`config.mk`:
```
export PLATFORM = sky130hd
export DESIGN_NAME = gbn_receiver_psn_tracker_core_flat
export DESIGN_NICKNAME = d
export VERILOG_FILES = /design/src/hdl/gbn_pkg.sv /design/src/hdl/gbn_pkt_if.sv /design/src/hdl/gbn_resp_if.sv /design/src/hdl/gbn_datapath.sv /design/src/hdl/gbn_ctrl.sv /design/src/hdl/gbn_receiver_psn_tracker_core.sv /design/src/flat_wrapper.sv
export SDC_FILE = /design/constraint.sdc
export NUM_CORES = 1
export LEC_CHECK = 0
export ABC_AREA = 1
export BUFFER_PORTS_ARGS = -buffer_cell sky130_fd_sc_hd__buf_2
export CELL_PAD_IN_SITES_DETAIL_PLACEMENT = 1
export CELL_PAD_IN_SITES_GLOBAL_PLACEMENT = 1
export CORE_MARGIN = 3
export CORE_UTILIZATION = 35
export DETAILED_ROUTE_END_ITERATION = 12
export PLACE_DENSITY = 0.63
export SYNTH_ARGS = -nofsm -noshare
export SYNTH_HDL_FRONTEND = slang
export SYNTH_SLANG_ARGS = --single-unit
```
`constraint.sdc`:
```
create_clock -name clk -period 8.2 [get_ports clk]
set_input_delay 1.64 -clock clk [delete_from_list [all_inputs] [get_ports clk]]
set_output_delay 1.64 -clock clk [all_outputs]
set_load 0.02 [all_outputs]
```
`src/hdl/gbn_pkg.sv`:
```
// shared types and codes for the go-back-n receiver sequence tracker
package gbn_pkg;

	localparam int SEQ_W  = 32;
	localparam int TIME_W = 48;

	typedef struct packed {
		logic [SEQ_W-1:0]  seq_num;
		logic [TIME_W-1:0] send_time;
	} pkt_t;

	typedef struct packed {
		logic              is_nack;
		logic [SEQ_W-1:0]  ack_edge;
		logic [TIME_W-1:0] echo_time;
	} resp_t;

	// position of an arriving packet relative to the ack edge
	typedef enum logic [1:0] {
		CLS_NEXT,
		CLS_DUP,
		CLS_WIN,
		CLS_GAP
	} pkt_class_t;

	typedef enum logic [5:0] {
		ST_CLEAR     = 6'b000001,
		ST_IDLE      = 6'b000010,
		ST_EVAL      = 6'b000100,
		ST_DRAIN_RD  = 6'b001000,
		ST_DRAIN_CHK = 6'b010000,
		ST_EMIT      = 6'b100000
	} state_t;

	typedef struct packed {
		logic clr_step;
		logic accept;
		logic do_next;
		logic do_mark;
		logic set_nack;
		logic rd_mark;
		logic drain_step;
		logic load_out;
		logic out_nack;
		logic out_from_seq;
	} cmd_t;

	typedef struct packed {
		pkt_class_t cls;
		logic       clr_last;
		logic       out_free;
		logic       mark_set;
		logic       nack_pend;
		logic       ooo;
	} status_t;

endpackage

```
`src/hdl/gbn_pkt_if.sv`:
```
// data packet channel: valid, ready and packet header
interface gbn_pkt_if;
	import gbn_pkg::*;

	logic valid;
	logic ready;
	pkt_t data;

	modport source (output valid, output data, input ready);
	modport sink (input valid, input data, output ready);
endinterface

```
`src/hdl/gbn_resp_if.sv`:
```
// response channel: valid, ready and ack/nack payload
interface gbn_resp_if;
	import gbn_pkg::*;

	logic  valid;
	logic  ready;
	resp_t data;

	modport source (output valid, output data, input ready);
	modport sink (input valid, input data, output ready);
endinterface

```
`src/hdl/gbn_datapath.sv`:
```
// sequence tracker datapath: ack edge, nack flag, reorder mark memory, output register
module gbn_datapath
	import gbn_pkg::*;
#(
	parameter int MAX_REORDER = 64,
	parameter int MARK_DEPTH  = 128
) (
	input  logic    clk,
	input  logic    arst_n,
	input  logic    cfg_we,
	input  logic    cfg_wdata,
	input  pkt_t    pkt_data,
	input  logic    resp_ready,
	output logic    resp_valid,
	output resp_t   resp_data,
	input  cmd_t    cmd,
	output status_t sts
);

	localparam int IDX_W = $clog2(MARK_DEPTH);
	localparam int WIN   = (MAX_REORDER < MARK_DEPTH - 1) ? MAX_REORDER : MARK_DEPTH - 1;

	logic              ooo_q;
	logic [SEQ_W-1:0]  edge_q;
	logic [IDX_W-1:0]  edge_slot_q;
	logic              nack_q;
	logic [SEQ_W-1:0]  seq_q;
	logic [TIME_W-1:0] time_q;
	logic [SEQ_W-1:0]  d_q;
	logic [IDX_W-1:0]  clr_cnt_q;
	logic              rd_q;
	logic              out_valid_q;
	resp_t             out_q;

	logic              mark_mem [MARK_DEPTH];

	logic [IDX_W-1:0]  slot_inc;
	logic [IDX_W:0]    win_sum;
	logic [IDX_W-1:0]  win_slot;
	logic              wr_en;
	logic [IDX_W-1:0]  wr_addr;
	logic              wr_data;
	pkt_class_t        cls;

	// slot of edge+1, kept incrementally so no modulo is needed
	assign slot_inc = (edge_slot_q == IDX_W'(MARK_DEPTH - 1)) ? '0 : edge_slot_q + 1'b1;

	// d stays below the depth inside the window, one subtract folds it back
	assign win_sum  = {1'b0, edge_slot_q} + d_q[IDX_W:0];
	assign win_slot = (win_sum >= (IDX_W+1)'(MARK_DEPTH))
		? IDX_W'(win_sum - (IDX_W+1)'(MARK_DEPTH)) : win_sum[IDX_W-1:0];

	always_comb begin
		if (d_q == SEQ_W'(1)) begin
			cls = CLS_NEXT;
		end else if (d_q == '0 || d_q[SEQ_W-1]) begin
			cls = CLS_DUP;
		end else if (ooo_q && d_q <= SEQ_W'(WIN)) begin
			cls = CLS_WIN;
		end else begin
			cls = CLS_GAP;
		end
	end

	always_comb begin
		wr_en   = 1'b0;
		wr_addr = slot_inc;
		wr_data = 1'b0;
		if (cmd.clr_step) begin
			wr_en   = 1'b1;
			wr_addr = clr_cnt_q;
		end else if (cmd.do_next || cmd.drain_step) begin
			wr_en   = 1'b1;
		end else if (cmd.do_mark) begin
			wr_en   = 1'b1;
			wr_addr = win_slot;
			wr_data = 1'b1;
		end
	end

	always_ff @(posedge clk) begin
		if (wr_en) begin
			mark_mem[wr_addr] <= wr_data;
		end
	end

	always_ff @(posedge clk) begin
		if (cmd.rd_mark) begin
			rd_q <= mark_mem[slot_inc];
		end
	end

	always_ff @(posedge clk or negedge arst_n) begin
		if (!arst_n) begin
			ooo_q       <= 1'b0;
			edge_q      <= '0;
			edge_slot_q <= '0;
			nack_q      <= 1'b0;
			clr_cnt_q   <= '0;
			out_valid_q <= 1'b0;
		end else begin
			if (cfg_we) begin
				ooo_q <= cfg_wdata;
			end
			if (cmd.clr_step) begin
				clr_cnt_q <= clr_cnt_q + 1'b1;
			end
			if (cmd.do_next) begin
				edge_q      <= seq_q;
				edge_slot_q <= slot_inc;
				nack_q      <= 1'b0;
			end else if (cmd.drain_step) begin
				edge_q      <= edge_q + 1'b1;
				edge_slot_q <= slot_inc;
			end
			if (cmd.set_nack) begin
				nack_q <= 1'b1;
			end
			if (cmd.load_out) begin
				out_valid_q <= 1'b1;
			end else if (resp_ready) begin
				out_valid_q <= 1'b0;
			end
		end
	end

	always_ff @(posedge clk) begin
		if (cmd.accept) begin
			seq_q  <= pkt_data.seq_num;
			time_q <= pkt_data.send_time;
			d_q    <= pkt_data.seq_num - edge_q;
		end
		if (cmd.load_out) begin
			out_q.is_nack   <= cmd.out_nack;
			out_q.ack_edge  <= cmd.out_from_seq ? seq_q : edge_q;
			out_q.echo_time <= time_q;
		end
	end

	assign resp_valid = out_valid_q;
	assign resp_data  = out_q;

	assign sts.cls       = cls;
	assign sts.clr_last  = (clr_cnt_q == IDX_W'(MARK_DEPTH - 1));
	assign sts.out_free  = !out_valid_q || resp_ready;
	assign sts.mark_set  = rd_q;
	assign sts.nack_pend = nack_q;
	assign sts.ooo       = ooo_q;

endmodule

```
`src/hdl/gbn_ctrl.sv`:
```
// sequence tracker controller: clearing pass, classify, drain, emit
module gbn_ctrl
	import gbn_pkg::*;
(
	input  logic    clk,
	input  logic    arst_n,
	input  logic    pkt_valid,
	output logic    pkt_ready,
	input  status_t sts,
	output cmd_t    cmd,
	output state_t  state
);

	state_t st_q;
	state_t st_d;
	logic   kind_q;
	logic   kind_d;

	assign pkt_ready = (st_q == ST_IDLE);
	assign state     = st_q;

	always_comb begin
		cmd    = '0;
		st_d   = st_q;
		kind_d = kind_q;
		case (st_q)
			ST_CLEAR: begin
				cmd.clr_step = 1'b1;
				if (sts.clr_last) begin
					st_d = ST_IDLE;
				end
			end
			ST_IDLE: begin
				if (pkt_valid) begin
					cmd.accept = 1'b1;
					st_d       = ST_EVAL;
				end
			end
			ST_EVAL: begin
				case (sts.cls)
					CLS_NEXT: begin
						cmd.do_next = 1'b1;
						kind_d      = 1'b0;
						if (sts.ooo) begin
							st_d = ST_DRAIN_RD;
						end else if (sts.out_free) begin
							cmd.load_out     = 1'b1;
							cmd.out_from_seq = 1'b1;
							st_d             = ST_IDLE;
						end else begin
							st_d = ST_EMIT;
						end
					end
					CLS_DUP: begin
						kind_d = 1'b0;
						if (sts.out_free) begin
							cmd.load_out = 1'b1;
							st_d         = ST_IDLE;
						end else begin
							st_d = ST_EMIT;
						end
					end
					CLS_WIN: begin
						cmd.do_mark = 1'b1;
						st_d        = ST_IDLE;
					end
					default: begin
						// gap outside the window, or any gap with out-of-order mode off: one nack until the edge moves
						if (sts.nack_pend) begin
							st_d = ST_IDLE;
						end else begin
							cmd.set_nack = 1'b1;
							kind_d       = 1'b1;
							if (sts.out_free) begin
								cmd.load_out = 1'b1;
								cmd.out_nack = 1'b1;
								st_d         = ST_IDLE;
							end else begin
								st_d = ST_EMIT;
							end
						end
					end
				endcase
			end
			ST_DRAIN_RD: begin
				cmd.rd_mark = 1'b1;
				st_d        = ST_DRAIN_CHK;
			end
			ST_DRAIN_CHK: begin
				if (sts.mark_set) begin
					cmd.drain_step = 1'b1;
					st_d           = ST_DRAIN_RD;
				end else if (sts.out_free) begin
					cmd.load_out = 1'b1;
					st_d         = ST_IDLE;
				end else begin
					st_d = ST_EMIT;
				end
			end
			ST_EMIT: begin
				if (sts.out_free) begin
					cmd.load_out = 1'b1;
					cmd.out_nack = kind_q;
					st_d         = ST_IDLE;
				end
			end
			default: begin
				st_d = ST_IDLE;
			end
		endcase
	end

	always_ff @(posedge clk or negedge arst_n) begin
		if (!arst_n) begin
			st_q   <= ST_CLEAR;
			kind_q <= 1'b0;
		end else begin
			st_q   <= st_d;
			kind_q <= kind_d;
		end
	end

endmodule

```
`src/hdl/gbn_receiver_psn_tracker_core.sv`:
```
// top level of the go-back-n receiver sequence tracker
// response: registered from the evaluation state after its packet is accepted, or after the drain;
//   it waits in the emit state while the output register is still full. pkt.ready is high only when
//   idle, so one packet is handled at a time; the drain reads each mark through the mark read port
// reset: state and registers cleared at once, then a clearing pass over all MARK_DEPTH slots
//   zeroes the mark memory with pkt.ready low; configuration writes are taken throughout
module gbn_receiver_psn_tracker_core
	import gbn_pkg::*;
#(
	parameter int MAX_REORDER = 64,
	parameter int MARK_DEPTH  = 128
) (
	input  logic          clk,
	input  logic          arst_n,
	input  logic          cfg_we,
	input  logic          cfg_wdata,
	gbn_pkt_if.sink       pkt,
	gbn_resp_if.source    resp
);

	cmd_t    cmd;
	status_t sts;
	state_t  state;

	gbn_ctrl u_ctrl (
		.clk       (clk),
		.arst_n    (arst_n),
		.pkt_valid (pkt.valid),
		.pkt_ready (pkt.ready),
		.sts       (sts),
		.cmd       (cmd),
		.state     (state)
	);

	gbn_datapath #(
		.MAX_REORDER (MAX_REORDER),
		.MARK_DEPTH  (MARK_DEPTH)
	) u_dp (
		.clk        (clk),
		.arst_n     (arst_n),
		.cfg_we     (cfg_we),
		.cfg_wdata  (cfg_wdata),
		.pkt_data   (pkt.data),
		.resp_ready (resp.ready),
		.resp_valid (resp.valid),
		.resp_data  (resp.data),
		.cmd        (cmd),
		.sts        (sts)
	);

	// never overwrite a response that is still waiting
	a_no_overwrite: assert property (@(posedge clk) disable iff (!arst_n)
		cmd.load_out |-> sts.out_free)
		else $error("response register overwritten");

	// a drain step of the edge only comes after a mark was read
	a_drain_after_read: assert property (@(posedge clk) disable iff (!arst_n)
		cmd.drain_step |-> $past(cmd.rd_mark))
		else $error("drain step without mark read");

	// no packet transaction while the mark memory is being cleared
	a_no_accept_in_clear: assert property (@(posedge clk) disable iff (!arst_n)
		cmd.clr_step |-> !pkt.ready)
		else $error("packet accepted during clearing pass");

	// marks are only set for gaps inside the window with out-of-order mode on
	a_mark_in_window: assert property (@(posedge clk) disable iff (!arst_n)
		cmd.do_mark |-> (sts.cls == CLS_WIN) && sts.ooo && (state == ST_EVAL))
		else $error("mark set outside the reorder window");

endmodule

```
`src/flat_wrapper.sv`:
```
// flat-port wrapper written by rule: the top's interface ports become plain ports
module gbn_receiver_psn_tracker_core_flat import gbn_pkg::*;
#(
	parameter int MAX_REORDER = 64,
	parameter int MARK_DEPTH  = 128
)
  (clk, arst_n, cfg_we, cfg_wdata, pkt_valid, pkt_data, pkt_ready, resp_valid, resp_data, resp_ready);
  gbn_pkt_if pkt_i ();
  gbn_resp_if resp_i ();
  input  logic clk;
  input  logic arst_n;
  input  logic cfg_we;
  input  logic cfg_wdata;
  input wire logic [$bits(pkt_i.valid)-1:0] pkt_valid;
  input wire logic [$bits(pkt_i.data)-1:0] pkt_data;
  output wire logic [$bits(pkt_i.ready)-1:0] pkt_ready;
  output wire logic [$bits(resp_i.valid)-1:0] resp_valid;
  output wire logic [$bits(resp_i.data)-1:0] resp_data;
  input wire logic [$bits(resp_i.ready)-1:0] resp_ready;
  assign pkt_i.valid = pkt_valid;
  assign pkt_i.data = pkt_data;
  assign pkt_ready = pkt_i.ready;
  assign resp_valid = resp_i.valid;
  assign resp_data = resp_i.data;
  assign resp_i.ready = resp_ready;
  gbn_receiver_psn_tracker_core #(.MAX_REORDER(MAX_REORDER), .MARK_DEPTH(MARK_DEPTH)) u_core (.clk(clk), .arst_n(arst_n), .cfg_we(cfg_we), .cfg_wdata(cfg_wdata), .pkt(pkt_i), .resp(resp_i));
endmodule
```
==> summary.txt, run 1 <==
Cells and area
  – Commonest cells after routing, fill and taps aside: 366 x nand2_1, 322 x edfxtp_1, 215 x nor2_1, 185 x inv_1, 168 x buf_2
  – Area Growth Syn to Fin: 16.6%
  – Commonest non-fill, non-tap cell in the layout: nand2_1
  – Nets@finish: 2105
  – Fill count: 5815
  – Fin util: 41.6%
  – Share of cells above drive strength 1: 15.4%

Synthesis
  – Syn_area_per_cell: 10.2 um^2
  – Mapped cell area: 18400 um^2
  – Synthesized instance count: 1800
  – Ys async rst share: 14.8%
  – Netlist cell types: 59
  – Sequential share of the synthesized area: 60.2%
  – EDFF count, synth: 322
  – Net count after synthesis: 1928
  – Synth Flop Type: edfxtp_1
  – Synthesis Warnings: 0
  – Synth Register Bits: 378

Route
  – Wire per inst: 20.0 um
  – First-pass detailed-route iteration total: 4
  – Routed WL: 53800 um
  – Drt initial violations: 884
  – Via count: 13612
  – Via density: 5.05
  – Post-route DRC: 0
  – Routed Antenna Nets: 0

Worst setup path
  – Worst path most repeated cell: nor2_1
  – Crit-path leading delay family: simple AND/OR/NAND/NOR gates
  – Crit path cell chain: ha_1, nand2_1, nor2_1, nand2_1, buf_4, nand3_1, inv_2, nand3_1, inv_1, nor2_1, nor2_1, nand2_1, nor2_1
  – Crit-path slowest cell: nand3_1
  – CP endpoint kind: flip-flop
  – CP Data Arrival Time: 4.15 ns
  – Startpoint Class: flip-flop
  – Worst EP required: 8.47 ns
  – CP max stage delay: 0.56 ns
  – CP max FO: 39
  – Flop2flop setup slack: 4.32 ns
  – Worst Path Buf+Inv: 3
  – Crit path kind: flip-flop to flip-flop

CTS
  – H-Tree Depth: 2
  – CTS tree: built
  – CTS Root Cell: clkbuf_16
  – # hold bufs at CTS: 0
  – CTS Sinks: 378
  – Post_cts resized: 0
  – CTS Buf Count: 45
  – Post-CTS setup buffer count: 0
  – Insertion delay to the later sink of the worst-skew pair: 0.59 ns
  – Clock buffer depth: 3
  – Reg clk slew, reported paths: 0.06 ns

Die
  – Die area: 55400 um^2
  – Starting Density: 35.6%
  – Die Wd: 235 um
  – # IOs: 169
  – Vert. Die Dim: 235 um
  – Number of core rows: 83
  – Core area: 51600 um^2

Timing
  – Hold_ws: 0.420 ns
  – Max Clock Freq: 258 MHz
  – Slew at the pin closest to its max-slew limit: 0.960 ns
  – Slew margin rel.: 36.0%
  – Setup violators final: 0
  – RSZ-0062 raised after global routing: false
  – Final hold viol count: 0
  – Period utilization: 47.3%
  – Fin. max-slew vios: 0
  – Setup TNS: 0 ns
  – Worst Clk Skew: 0.0260 ns
  – Final critical-path required period: 3.88 ns

GRT
  – Initial antenna violation count: 1
  – Pin count of the biggest net entering global routing: 130
  – First-pass GRT wire length: 84400 um
  – Number of global-route vias before repair: 14321
  – Total global routing overflow: 0
  – Total global-route track usage: 19.3%

Power and ir drop
  – P_leak: 8.52 nW
  – Overall Power: 5.27 mW
  – Worst VDD drop: 0.000192 V
  – Pwr/cell area: 246 nW/um^2

Place
  – Port bufs: 168
  – Gpl congestion: 0.845
  – Post-DP HPWL: 37300 um

Hold path
  – Hold Path Class: flip-flop to flip-flop

Run
  – Max_cap viols: 0

Outcome
  – Status: finished, final reports clean
==> synthesized netlist by cell type, types with 3 or more instances <==
cell,count,area [um^2]
buf_2,13,65.1
nor3_1,21,105
nand3b_1,36,270
o211ai_1,25,188
inv_2,9,33.8
a21o_1,8,60.1
nand2_4,4,45.0
inv_1,185,694
o221ai_1,7,61.3
o21ai_0,80,400
nor2_4,6,67.6
nand3_4,5,87.6
buf_1,5,18.8
nor2_1,216,811
xor2_1,46,403
nand4_1,18,113
o21a_1,3,22.5
o21bai_1,6,45.0
xnor2_1,18,158
edfxtp_1,322,9670
a21oi_1,53,265
buf_6,5,56.3
clkbuf_1,28,105
nand3_1,146,731
nand4_4,5,106
dfrtp_1,55,1380
ha_1,40,500
nor2_2,11,68.8
nor3b_1,3,22.5
nand2_1,367,1380
nor4_1,12,75.1
o22ai_1,5,31.3
a31oi_1,5,31.3
==> logic make-up (layout without fill, tap and decap cells) <==
kind of cell,after synthesis,after routing,synth area share [%]
compound gates,206,206,6.72
xor+xnor,64,64,3.05
fa+ha+maj,42,42,2.94
buf+inv,250,464,5.47
flops,378,378,60.2
mux,2,2,0.116
other cells,0,1,0
simple gates,858,858,21.5
==> final timing paths <==
check | start | end | depth (start not counted)
setup / recovery | u_core.u_dp.edge_slot_q[0] | u_core.u_dp.mark_mem[61] | 13
hold / removal | u_core.u_dp.time_q[9] | u_core.u_dp.resp_data[9] | 0
setup reg to reg | u_core.u_dp.edge_slot_q[0] | u_core.u_dp.mark_mem[61] | 13
hold reg to reg | u_core.u_dp.time_q[9] | u_core.u_dp.resp_data[9] | 0
max in group asynchronous | arst_n | u_core.u_dp.edge_slot_q[3] | 2
min in group asynchronous | arst_n | u_core.u_dp.edge_q[19] | 2
==> state kept, by name (all words and copies together), names as in the netlist, 6 cells and up <==
name	cells
u_core.u_dp.mark_mem	128
u_core.u_dp.seq_q	32
u_core.u_dp.edge_slot_q	7
u_core.u_ctrl.state	6
u_core.u_dp.clr_cnt_q	7
u_core.u_dp.resp_data	81
u_core.u_dp.edge_q	32
u_core.u_dp.time_q	48
u_core.u_dp.d_q	32
==> through the flow <==
stage	setup slack (ns)	cell area (um^2)	std cells
after detailed placement	4.06	20000	2610
final	4.32	21500	2695
after CTS	4.34	21500	2694
after global placement	4.13	20000	2610
after global routing	4.12	21500	2695
after floorplan	0.974	18400	1800
==> power by group <==
group	leakage [nW]	switching, mW	internal [mW]
Combinational	3.72	0.508	0.160
Sequential	4.08	0.101	2.50
Clock	0.722	0.842	1.16
==> routing by layer <==
metal | GRT usage [%] | share of wire (%) | vias to the layer above
met4 | 4.83 | 2.1 | 0
met2 | 32.3 | 48 | 255
li1 | - | - | 6500
met5 | 0 | 0 | -
met3 | 3.09 | 3.6 | 76
met1 | 26.2 | 46 | 6781
==> final cells by class <==
| type | instances | area (um^2) | area share (%) |
|---|---|---|---|
| inverters | 197 | 746 | 3.48 |
| clock buffers | 54 | 1180 | 5.50 |
| repair buffers | 183 | 953 | 4.44 |
| well taps | 680 | 851 | 3.97 |
| diodes | 1 | 2.50 | 0.0117 |
| multi-input cells | 1172 | 6350 | 29.6 |
| flip-flops and latches | 378 | 11100 | 51.6 |
| clock inverters | 30 | 302 | 1.41 |
Power figures use the tool's default switching activity.
==> run 2, diff against run 1 <==
- PLACE_DENSITY: 0.63 -> 0.66
- clock period: 8.2 -> 3.17 ns (I/O delays scaled with it)
==> summary.txt, run 2 (synthesis results as in run 1) <==
Outcome
  – Status: finished, final reports clean

GRT
  – Total global routing overflow: 0
  – Initial antenna violation count: 2
  – Total global-route track usage: 19.3%
  – First-pass GRT wire length: 84100 um
  – Number of global-route vias before repair: 14619
  – Pin count of the biggest net entering global routing: 129

Cells and area
  – Area Growth Syn to Fin: 17.5%
  – Max reg flops: 128
  – Number of diodes: 0
  – Nets@finish: 2123
  – Final instance area: 21600 um^2
  – Largest Register: u_core.u_dp.mark_mem
  – Final non-filler cell total: 2706
  – Commonest cells after routing, fill and taps aside: 366 x nand2_1, 322 x edfxtp_1, 214 x nor2_1, 182 x inv_1, 168 x buf_2
  – Commonest non-fill, non-tap cell in the layout: nand2_1
  – Fin util: 41.9%
  – Share of cells above drive strength 1: 16.3%

Timing
  – Setup violators final: 0
  – Setup TNS: 0 ns
  – Fin. max-slew vios: 0
  – Slew at the pin closest to its max-slew limit: 1.16 ns
  – Final hold viol count: 0
  – Final critical-path required period: 2.95 ns
  – Slew margin rel.: 22.8%
  – Max Clock Freq: 339 MHz
  – Worst Clk Skew: 0.0148 ns
  – Period utilization: 93.2%
  – RSZ-0062 raised after global routing: true

Route
  – Post-route DRC: 0
  – Via count: 13803
  – Drt initial violations: 745
  – Routed WL: 53700 um
  – First-pass detailed-route iteration total: 5
  – Via density: 5.10
  – Routed Antenna Nets: 0
  – Wire per inst: 19.9 um

CTS
  – Clock buffer depth: 3
  – H-Tree Depth: 2
  – CTS Sinks: 378
  – CTS Root Cell: clkbuf_16
  – # hold bufs at CTS: 0
  – Reg clk slew, reported paths: 0.06 ns
  – CTS tree: built
  – Insertion delay to the later sink of the worst-skew pair: 0.59 ns
  – CTS Buf Count: 43

Worst setup path
  – CP max stage delay: 0.46 ns
  – Worst EP required: 3.44 ns
  – CP Data Arrival Time: 3.23 ns
  – Worst path most repeated cell: nand2_1
  – Crit-path slowest cell: dfrtp_1
  – Crit path kind: flip-flop to flip-flop
  – CP endpoint kind: flip-flop
  – Startpoint Class: flip-flop
  – CP max FO: 8
  – Crit path cell chain: ha_1, nand2_1, or2_2, nand3_1, nand2_1, nand2_1, nand3_1, nand3_1, nand2_1, a21oi_1, buf_4, nand2_1, nor2_1

Die
  – Core area: 51600 um^2
  – # IOs: 169
  – Vert. Die Dim: 235 um
  – Starting Density: 35.6%
  – Die Wd: 235 um
  – Die area: 55400 um^2
  – Number of core rows: 83

Place
  – DP Cell Count: 2628
  – Gpl congestion: 0.838
  – Post-DP HPWL: 37300 um
  – Placed Instance Area: 20200 um^2
  – Port bufs: 168

Power and ir drop
  – Pwr/cell area: 627 nW/um^2
  – Worst VDD drop: 0.000459 V
  – P_leak: 8.59 nW
  – Overall Power: 13.5 mW

Hold path
  – Hold Path Class: primary input to asynchronous set/reset pin

Run
  – Max_cap viols: 0
[run 2: cell count changes in the layout (fill, tap and decap cells not counted), moves of 3 or more]
cell,delta
clkinv_1,-10
inv_1,-3
clkinv_2,-5
buf_12,+4
clkbuf_8,+3
buf_4,+16
clkbuf_1,+10
[run 2: metal layers]
| layer | routed length, um | GRT usage [%] | part of all wire, % | vias to the layer above |
|---|---|---|---|---|
| li1 | - | - | - | 6525 |
| met1 | 23900 | 25.1 | 44 | 6935 |
| met2 | 26300 | 33.1 | 49 | 263 |
| met3 | 2380 | 3.47 | 4.4 | 80 |
| met4 | 1220 | 5.20 | 2.3 | 0 |
| met5 | 0 | 0 | 0 | - |
[run 2: worst max-delay path: cells and delay by family, from the launching register on]
kind | cells | cell delay [ns]
adders and majority gates | 1 | 0.41
AOI/OAI and AO/OA | 1 | 0.22
DFF | 1 | 0.46
and+or+nand+nor | 10 | 1.36
buffers and inverters | 1 | 0.20
[run 2: what timing repair did]
item	CTS	global route
endpoints found under the setup margin	0	62
resized for setup	0	4
setup buffers	0	2
[run 2: metrics by stage]
stage          setup WS [ns]  hold slack (ns)
2_1_floorplan         -0.113            0.338
3_3_place_gp           0.186            0.400
3_5_place_dp           0.135            0.406
4_1_cts               0.0858            0.173
5_1_grt              -0.0172            0.174
6_report               0.216            0.218
[run 2: layout make-up]
class	instances	area [um^2]
Clock buffer	65	1210
Tap cell	680	851
Timing Repair Buffer	203	1150
Clock inverter	11	199
Fill cell	5819	30000
Sequential cell	378	11100
Inverter	197	754
Multi-Input combinational cell	1172	6380
[run 2: worst paths after layout]
| check | start | to | slack [ns] | cells past startpoint |
|---|---|---|---|---|
| setup / recovery | u_core.u_dp.edge_slot_q[4] | u_core.u_dp.mark_mem[71] | 0.22 | 13 |
| hold / removal | arst_n | u_core.u_dp.edge_q[17] | 0.22 | 1 |
| setup reg to reg | u_core.u_dp.edge_slot_q[4] | u_core.u_dp.mark_mem[71] | 0.22 | 13 |
| hold reg to reg | u_core.u_dp.time_q[28] | u_core.u_dp.resp_data[28] | 0.42 | 0 |
| max in group asynchronous | arst_n | u_core.u_dp.edge_q[1] | 2.14 | 2 |
| min in group clk | pkt_data[22] | u_core.u_dp.time_q[22] | 0.22 | 1 |
[run 2: report_power, final]
part | leakage, nW | internal (mW) | switching (mW) | total (mW)
Clock | 0.681 | 2.91 | 2.09 | 5.00
Combinational | 3.83 | 0.489 | 1.35 | 1.83
Sequential | 4.08 | 6.45 | 0.268 | 6.72
Total | 8.59 | 9.84 | 3.70 | 13.5
